## src/assert_macros.svh

```systemverilog
// Assertion macros used by the RTL of the quadrature position counter.
`ifndef ASSERT_MACROS_SVH
`define ASSERT_MACROS_SVH
`ifndef SYNTHESIS
// Checked at every clock edge outside reset.
`define QHS_ASSERT(lbl, clk, rst_n, prop, msg) \
  lbl: assert property (@(posedge clk) disable iff (!rst_n) prop) else $error(msg);
// Checked at every clock edge, reset included.
`define QHS_ASSERT_ALWAYS(lbl, clk, prop, msg) \
  lbl: assert property (@(posedge clk) prop) else $error(msg);
`else
`define QHS_ASSERT(lbl, clk, rst_n, prop, msg)
`define QHS_ASSERT_ALWAYS(lbl, clk, prop, msg)
`endif
`endif

```

## src/qhs_pkg.sv

```systemverilog
// Types, codes and the half-step decode table of the quadrature position counter.
`default_nettype none
package qhs_pkg;

  // Default width of a position value
  localparam int POSITION_BITS_DEF = 16;

  // Configuration register indexes
  localparam logic [1:0] REG_LOWER_BOUND = 2'd0;
  localparam logic [1:0] REG_UPPER_BOUND = 2'd1;
  localparam logic [1:0] REG_WRAP_MODE   = 2'd2;

  // Input kinds
  localparam logic CMD_SAMPLE = 1'b0;
  localparam logic CMD_LOAD   = 1'b1;

  // Applied step direction codes
  localparam logic [1:0] DIR_IDLE = 2'd0;
  localparam logic [1:0] DIR_CW   = 2'd1;
  localparam logic [1:0] DIR_CCW  = 2'd2;

  // Emit codes in bits [5:4] of a table entry
  localparam logic [1:0] EMIT_NONE = 2'b00;
  localparam logic [1:0] EMIT_CW   = 2'b01;
  localparam logic [1:0] EMIT_CCW  = 2'b10;

  // Decoder start state
  localparam logic [2:0] DEC_START = 3'd0;

  // Half-step table: row = decoder state, column = {pin_a, pin_b}.
  // Entry = {emit[1:0], 1'b0, next_state[2:0]}; rows 6 and 7 act as start.
  localparam logic [5:0] HALF_STEP_ROWS [8][4] = '{
    '{6'h03, 6'h02, 6'h01, 6'h00},
    '{6'h23, 6'h00, 6'h01, 6'h00},
    '{6'h13, 6'h02, 6'h00, 6'h00},
    '{6'h03, 6'h05, 6'h04, 6'h00},
    '{6'h03, 6'h03, 6'h04, 6'h10},
    '{6'h03, 6'h05, 6'h03, 6'h20},
    '{6'h03, 6'h02, 6'h01, 6'h00},
    '{6'h03, 6'h02, 6'h01, 6'h00}
  };

  // Step request passed from the decoder to the position unit
  typedef struct packed {
    logic valid;  // a step is applied
    logic cw;     // 1 clockwise, 0 counter-clockwise
  } qhs_step_t;

endpackage
`default_nettype wire

```

## src/quadrature_half_step_position_counter.sv

```systemverilog
// Latency: a result beat appears in the output register in the cycle after its input beat is accepted.
// Throughput: one beat per cycle while no result is held; the table step and the
//   bounded add are combinational between the input port and the output register.
// in_tready drops only while a result is held by a low out_tready.
// Reset (rst_n low, synchronous): decoder at start state, step parity 0,
//   position 0, bounds at full range, saturating mode, output empty.
`default_nettype none
`include "assert_macros.svh"
module quadrature_half_step_position_counter #(
  parameter int POSITION_BITS = qhs_pkg::POSITION_BITS_DEF,
  localparam int IN_W  = ((POSITION_BITS + 3 + 7) / 8) * 8,
  localparam int OUT_W = ((POSITION_BITS + 3 + 7) / 8) * 8
) (
  input  wire logic                     clk,
  input  wire logic                     rst_n,
  // configuration write port
  input  wire logic                     cfg_wr_en,
  input  wire logic [1:0]               cfg_addr,
  input  wire logic [POSITION_BITS-1:0] cfg_wr_data,
  // input stream
  input  wire logic                     in_tvalid,
  output logic                          in_tready,
  input  wire logic [IN_W-1:0]          in_tdata,  // pin_a, pin_b, new_position, notify
  input  wire logic                     in_tuser,  // command
  // result stream
  output logic                          out_tvalid,
  input  wire logic                     out_tready,
  output logic [OUT_W-1:0]              out_tdata  // position, changed, direction
);

  localparam int P = POSITION_BITS;

  // configuration registers
  logic signed [P-1:0] lower_bound_r, upper_bound_r;
  logic                wrap_mode_r;

  // block state
  logic [2:0]          dec_state_r, dec_state_nxt;
  logic                parity_r, parity_nxt;
  logic signed [P-1:0] pos_r, pos_nxt;

  // output register
  logic                out_valid_r;
  logic signed [P-1:0] out_pos_r;
  logic                out_changed_r;
  logic [1:0]          out_dir_r;
  logic                out_changed_nxt;
  logic [1:0]          out_dir_nxt;

  // input beat fields
  logic                in_fire, in_load;
  logic                in_pin_a, in_pin_b, in_notify;
  logic signed [P-1:0] in_new_pos;
  qhs_pkg::qhs_step_t  step;

  assign in_pin_a   = in_tdata[0];
  assign in_pin_b   = in_tdata[1];
  assign in_new_pos = in_tdata[P+1:2];
  assign in_notify  = in_tdata[P+2];
  assign in_load    = (in_tuser == qhs_pkg::CMD_LOAD);

  assign in_tready = !out_valid_r || out_tready;
  assign in_fire   = in_tvalid && in_tready;

  // table step and step filter
  qhs_decoder u_decoder (
    .sample     (!in_load),
    .state      (dec_state_r),
    .parity     (parity_r),
    .pin_a      (in_pin_a),
    .pin_b      (in_pin_b),
    .state_nxt  (dec_state_nxt),
    .parity_nxt (parity_nxt),
    .step       (step)
  );

  // bounded position update
  qhs_position #(
    .POSITION_BITS (P)
  ) u_position (
    .pos          (pos_r),
    .lower_bound  (lower_bound_r),
    .upper_bound  (upper_bound_r),
    .wrap_mode    (wrap_mode_r),
    .load         (in_load),
    .new_position (in_new_pos),
    .step         (step),
    .pos_nxt      (pos_nxt)
  );

  // result flags
  always_comb begin
    if (in_load) begin
      out_changed_nxt = in_notify;
      out_dir_nxt     = qhs_pkg::DIR_IDLE;
    end else begin
      out_changed_nxt = step.valid;
      if (!step.valid) begin
        out_dir_nxt = qhs_pkg::DIR_IDLE;
      end else if (step.cw) begin
        out_dir_nxt = qhs_pkg::DIR_CW;
      end else begin
        out_dir_nxt = qhs_pkg::DIR_CCW;
      end
    end
  end

  // configuration writes
  always_ff @(posedge clk) begin
    if (!rst_n) begin
      lower_bound_r <= {1'b1, {(P-1){1'b0}}};
      upper_bound_r <= {1'b0, {(P-1){1'b1}}};
      wrap_mode_r   <= 1'b0;
    end else if (cfg_wr_en) begin
      case (cfg_addr)
        qhs_pkg::REG_LOWER_BOUND: lower_bound_r <= cfg_wr_data;
        qhs_pkg::REG_UPPER_BOUND: upper_bound_r <= cfg_wr_data;
        qhs_pkg::REG_WRAP_MODE:   wrap_mode_r   <= cfg_wr_data[0];
        default: ;
      endcase
    end
  end

  // decoder and position state
  always_ff @(posedge clk) begin
    if (!rst_n) begin
      dec_state_r <= qhs_pkg::DEC_START;
      parity_r    <= 1'b0;
      pos_r       <= '0;
    end else if (in_fire) begin
      dec_state_r <= dec_state_nxt;
      parity_r    <= parity_nxt;
      pos_r       <= pos_nxt;
    end
  end

  // output register
  always_ff @(posedge clk) begin
    if (!rst_n) begin
      out_valid_r <= 1'b0;
    end else if (in_fire) begin
      out_valid_r <= 1'b1;
    end else if (out_tready) begin
      out_valid_r <= 1'b0;
    end
  end

  always_ff @(posedge clk) begin
    if (in_fire) begin
      out_pos_r     <= pos_nxt;
      out_changed_r <= out_changed_nxt;
      out_dir_r     <= out_dir_nxt;
    end
  end

  assign out_tvalid = out_valid_r;
  assign out_tdata  = {{(OUT_W-P-3){1'b0}}, out_dir_r, out_changed_r, out_pos_r};

  // checks
  logic out_stepped, step_fire, sample_fire;
  assign out_stepped = out_valid_r && (out_dir_r != qhs_pkg::DIR_IDLE);
  assign step_fire   = in_fire && !in_load && step.valid;
  assign sample_fire = in_fire && !in_load;

  `QHS_ASSERT(a_dec_state_reachable, clk, rst_n, dec_state_r < 3'd6, "decoder in unused state")
  `QHS_ASSERT(a_dir_implies_changed, clk, rst_n, out_stepped |-> out_changed_r, "step unflagged")
  `QHS_ASSERT(a_step_clears_parity, clk, rst_n, step_fire |=> !parity_r, "parity kept after step")
  `QHS_ASSERT(a_parity_on_sample, clk, rst_n, !sample_fire |=> $stable(parity_r), "stray parity")

endmodule
`default_nettype wire

```

## src/qhs_decoder.sv

```systemverilog
// Half-step table lookup and the divide-by-two step filter.
`default_nettype none
module qhs_decoder (
  input  wire logic           sample,      // beat is a pin sample
  input  wire logic [2:0]     state,
  input  wire logic           parity,
  input  wire logic           pin_a,
  input  wire logic           pin_b,
  output logic [2:0]          state_nxt,
  output logic                parity_nxt,
  output qhs_pkg::qhs_step_t  step
);

  logic [5:0] entry;
  logic [1:0] emit;
  logic       emitted;

  // Table step
  always_comb begin
    entry   = qhs_pkg::HALF_STEP_ROWS[state][{pin_a, pin_b}];
    emit    = entry[5:4];
    emitted = (emit == qhs_pkg::EMIT_CW) || (emit == qhs_pkg::EMIT_CCW);
  end

  // Only every second emitted code becomes a step
  always_comb begin
    state_nxt  = state;
    parity_nxt = parity;
    step.valid = 1'b0;
    step.cw    = (emit == qhs_pkg::EMIT_CW);
    if (sample) begin
      state_nxt = entry[2:0];
      if (emitted) begin
        parity_nxt = ~parity;
        step.valid = parity;
      end
    end
  end

endmodule
`default_nettype wire

```

## src/qhs_position.sv

```systemverilog
// Bounded position update: step with wrap or saturation, and clamped load.
`default_nettype none
module qhs_position #(
  parameter int POSITION_BITS = qhs_pkg::POSITION_BITS_DEF
) (
  input  wire logic signed [POSITION_BITS-1:0] pos,
  input  wire logic signed [POSITION_BITS-1:0] lower_bound,
  input  wire logic signed [POSITION_BITS-1:0] upper_bound,
  input  wire logic                            wrap_mode,
  input  wire logic                            load,
  input  wire logic signed [POSITION_BITS-1:0] new_position,
  input  wire qhs_pkg::qhs_step_t              step,
  output logic signed [POSITION_BITS-1:0]      pos_nxt
);

  localparam int XW = POSITION_BITS + 1;
  localparam logic signed [XW-1:0] ONE_X = XW'(1);

  logic signed [XW-1:0] pos_x, low_x, hi_x, load_x, step_x, cand_x, res_x;

  always_comb begin
    pos_x  = {pos[POSITION_BITS-1], pos};
    low_x  = {lower_bound[POSITION_BITS-1], lower_bound};
    // effective upper bound never sits below the lower one
    hi_x   = (upper_bound > lower_bound) ? {upper_bound[POSITION_BITS-1], upper_bound}
                                         : low_x;
    load_x = {new_position[POSITION_BITS-1], new_position};
    step_x = step.cw ? (pos_x + ONE_X) : (pos_x - ONE_X);

    // value to bound: loaded position or stepped one
    cand_x = load ? load_x : step_x;

    // wrap to the opposite bound, or clamp
    if (!load && wrap_mode) begin
      if (cand_x > hi_x) begin
        res_x = low_x;
      end else if (cand_x < low_x) begin
        res_x = hi_x;
      end else begin
        res_x = cand_x;
      end
    end else begin
      if (cand_x < low_x) begin
        res_x = low_x;
      end else if (cand_x > hi_x) begin
        res_x = hi_x;
      end else begin
        res_x = cand_x;
      end
    end

    pos_nxt = (load || step.valid) ? res_x[POSITION_BITS-1:0] : pos;
  end

endmodule
`default_nettype wire
```

## config.mk

```make
export PLATFORM = sky130hd
export DESIGN_NAME = quadrature_half_step_position_counter
export DESIGN_NICKNAME = d
export VERILOG_FILES = /design/src/qhs_pkg.sv /design/src/quadrature_half_step_position_counter.sv /design/src/qhs_decoder.sv /design/src/qhs_position.sv
export VERILOG_INCLUDE_DIRS = /design/src /design/src/src
export SDC_FILE = /design/constraint.sdc
export NUM_CORES = 1
export LEC_CHECK = 0
export BUFFER_PORTS_ARGS = -buffer_cell sky130_fd_sc_hd__clkbuf_2
export CORE_MARGIN = 1
export CORE_UTILIZATION = 50
export CTS_BUF_LIST = sky130_fd_sc_hd__clkbuf_8
export DETAILED_ROUTE_END_ITERATION = 12
export GPL_ROUTABILITY_DRIVEN = 0
export PLACE_DENSITY = 0.73
export SYNTH_ARGS = -nofsm -noshare
export SYNTH_HDL_FRONTEND = slang
export SYNTH_SLANG_ARGS = --single-unit
```

## constraint.sdc

```tcl
create_clock -name clk -period 7.56 [get_ports clk]
set_clock_uncertainty 0.2 [all_clocks]
set_input_delay 1.89 -clock clk [delete_from_list [all_inputs] [get_ports clk]]
set_output_delay 1.89 -clock clk [all_outputs]
set_load 0.05 [all_outputs]
```

==> results.md <==
- EDFF count, synth: 19
- Yosys cell types: 70
- H-tree depth: 3
- Async SR Flop Fraction: 0%
- Critical Path RT: 7.48 ns
- Share of cells above drive strength 1: between 20% and 30%
- Via count: 5245
- Final core occ: 60.4%
- Top post-synthesis cells by area: dfxtp_1, ha_1, edfxtp_1, nand2_1, o21ai_0
- Seq pwr share: approximately a quarter
- Crit end category: flop
- Final WL: approximately 15000 um
- Post-CTS Setup Inserts: 0
- Skew-Pair Late Insertion Delay: ~0.36 ns
- Switching pwr: about 860 uW
- Clock Tree Root: clkbuf_8
- Min-delay worst type: flop to flop
- Die height: roughly 110 um
- PD cells: 303 nW/um2
- Initial Util: 51.4%
- Max Cap Viol: 0
- Post-detailed-route count of antenna-violating nets: 0
- Average size of a mapped cell: roughly 8.5 um2
- Worst VDD drop: 0.153 mV
- Power share of the clock group: about 15%
- Share of the synthesized area in the top cell type: ~19%
- Drc violations: 0
- Dpl cell area: around 6300 um2
- CTS sink count: 73
- Buffers added on ports: 63
- Highest Clock Rate: between 100 and 150 MHz
- Final cell count without fillers: approximately 890
- Post-place setup slack: -0.247 ns
- GR Util All Layers: a little over a quarter
- Gate power share: 59.8%
- Post-Syn Area: 5570 um2
- First-pass GRT wire length: 24200 um
- Seq cells post-synth: 73
- PnR worst setup slack: ~0.23 ns
- N_diodes: 0
- Clk pin slew, worst setup/hold paths: roughly 0.08 ns
- Design area: about 6500 um2
- CTS tree: yes
- Die area: between 10000 and 15000 um2
- Top_reg_cell synth: dfxtp_1
- Initial antenna violation count: 0
- Hold Violations, Final: 0
- Die X: 108 um
- WP data arrival: 7.25 ns
- P_leak: between 3 and 4 nW
- Most frequent CP cell: buf_4
- Cell Chain, Critical Path: clkbuf_2, or4b_2, a21oi_1, ha_1, inv_1, buf_4, buf_4, ha_1, a21o_1, o221ai_2, a211oi_2, or3_1, a31o_2, ha_1, a21oi_1, nor2b_1, o41ai_2, buf_4, a21o_1, or4_1, nand2_2, buf_4, a21oi_1, a21o_1
- Worst Setup Start Kind: primary input
- Slew @ Worst Pin: ~1.0 ns
- Net Sw Frac: 43.2%
- Crit-path slowest cell: or4b_2
- I/O pin total: 74
- Worst Path Class, Setup: primary input to flop
- Largest stage delay on the critical path: a little over 0.6 ns
- Fillers: 960
- First-pass DRT Iterations: 5
- Slew margin rel.: 30.6%
- Fin nets: roughly 860
- Syn Inst Count: roughly 650
- Worst Path Max Fanout: 8
- Layout Area Growth over Synthesis: 17.4%
- Vias in the first global route: slightly above 5k
- Total CTS buffers: 9
- Hold Buf Count CTS: 0
- Final Cycle Share: between 90% and 100%
- Placed cells: 878
- Dpl hpwl: 11400 um
- Core ar.: about 11000 um2
- WHS: ~0.30 ns
- Register area share after synthesis: roughly 30%
- Final setup vio count: 0
- CTS Buffer Depth: 2
- Largest net degree at the start of global routing: 46
- Remaining global-route overflow: 0
- Drt initial violations: 335
- Routed vias/inst: approximately 5.9
- Synth warn: 0
- Min Tclk post-route: approximately 7.3 ns
- Core Rows: 38
- WL/cell: around 16 um
- Slew Limit Fails: 0
- Yosys top cell by area: dfxtp_1
- Power Internal: roughly 1.1 mW
- Status: complete, no violations
-- critical path: cells and delay by family --
family                     cells  cell delay [ns]
AOI/OAI and AO/OA             10             1.82
adders and majority gates      3             0.81
buffers and inverters          6             0.88
and+or+nand+nor                5             1.85
-- cell families after synthesis --
| family | count (synthesis) | synth area share, % |
|---|---|---|
| AOI/OAI and AO/OA | 201 | 25.5 |
| muxes | 17 | 3.23 |
| DFF | 73 | 29.6 |
| and+or+nand+nor | 216 | 19.3 |
| other | 1 | 0.0673 |
| buffers and inverters | 67 | 5.25 |
| adders and majority gates | 66 | 15.0 |
| xor gates and xnor gates | 13 | 2.04 |
-- cells in the final DEF (no fill, tap or decap), types with 5 or more instances in the layout --
cell type and count:
ha_1 65, nor2b_1 13, a22o_1 11, or3_1 5
a21boi_0 22, nand2b_1 10, buf_4 50, a41oi_1 10
clkbuf_8 12, nand4_1 7, o21ai_0 35, edfxtp_1 19
inv_1 33, nand2_1 97, nand3b_1 5, nand3_1 20
a21oi_1 37, and3_1 7, nor2_1 22, o221ai_1 8
xnor2_1 9, dfxtp_1 54, conb_1 5, o211ai_1 10
mux2i_1 13, a21o_1 19, clkbuf_2 63
-- timing repair --
item                                   CTS  global route
endpoints found under the hold margin    0             0
resized for setup                        0            12
setup endpoints to repair                0            31
-- per-stage QoR --
| step | total power [mW] | TNS, ns |
|---|---|---|
| finish | 1.98 | 0 |
| global route | 2.13 | -0.0176 |
| CTS | 1.94 | 0 |
| detailed placement | 1.64 | -4.41 |
| global placement | 1.60 | -0.859 |
| floorplan | 1.25 | 0 |
-- registers in the layout (all words and copies together), names as in the netlist --
signal,cells
out_pos_r,16
dec_state_r,3
wrap_mode_r,1
pos_r,16
parity_r,1
upper_bound_r,16
lower_bound_r,16
out_dir_r,2
out_changed_r,1
out_tvalid,1
-- cells in the mapped netlist (19+ instances only) --
cell       n
dfxtp_1   54
ha_1      65
clkbuf_1  24
edfxtp_1  19
a21oi_1   37
nand3_1   20
nand2_1   98
nor2_1    22
a21boi_0  22
a21o_1    19
o21ai_0   38
inv_1     33
-- per-layer routing --
layer / GRT usage (%) / vias up / share of wire, %
li1: - / 2609 / -
met1: 35.1 / 2427 / 46
met2: 43.4 / 180 / 46
met3: 4.84 / 29 / 5.4
met4: 9.78 / 0 / 2.5
met5: 0 / - / 0
-- worst paths after layout --
check,to,from,cells after the start,slack (ns)
max,out_pos_r[5],in_tdata[1],24,0.23
min,upper_bound_r[9],upper_bound_r[9],2,0.30
max reg2reg,out_pos_r[5],dec_state_r[1],23,1.39
min reg2reg,upper_bound_r[9],upper_bound_r[9],2,0.30
-- area by class of cell --
type | instances | area, um2 | area share [%]
repair buffers | 114 | 711 | 10.9
multi-input cells | 518 | 3690 | 56.4
inverters | 33 | 124 | 1.89
clock inverters | 4 | 25.0 | 0.382
clock buffers | 12 | 165 | 2.52
flip-flops and latches | 73 | 1650 | 25.2
well taps | 140 | 175 | 2.68
-- power groups by stage --
stage	Clock, mW	Sequential, mW	Combinational, mW
2_1_floorplan	0	0.598	0.654
3_3_place_gp	0	0.508	1.10
4_1_cts	0.302	0.501	1.14
5_1_grt	0.317	0.508	1.30
3_5_place_dp	0	0.510	1.13
6_report	0.297	0.501	1.18
No activity file was read; power rests on OpenSTA's default activity.
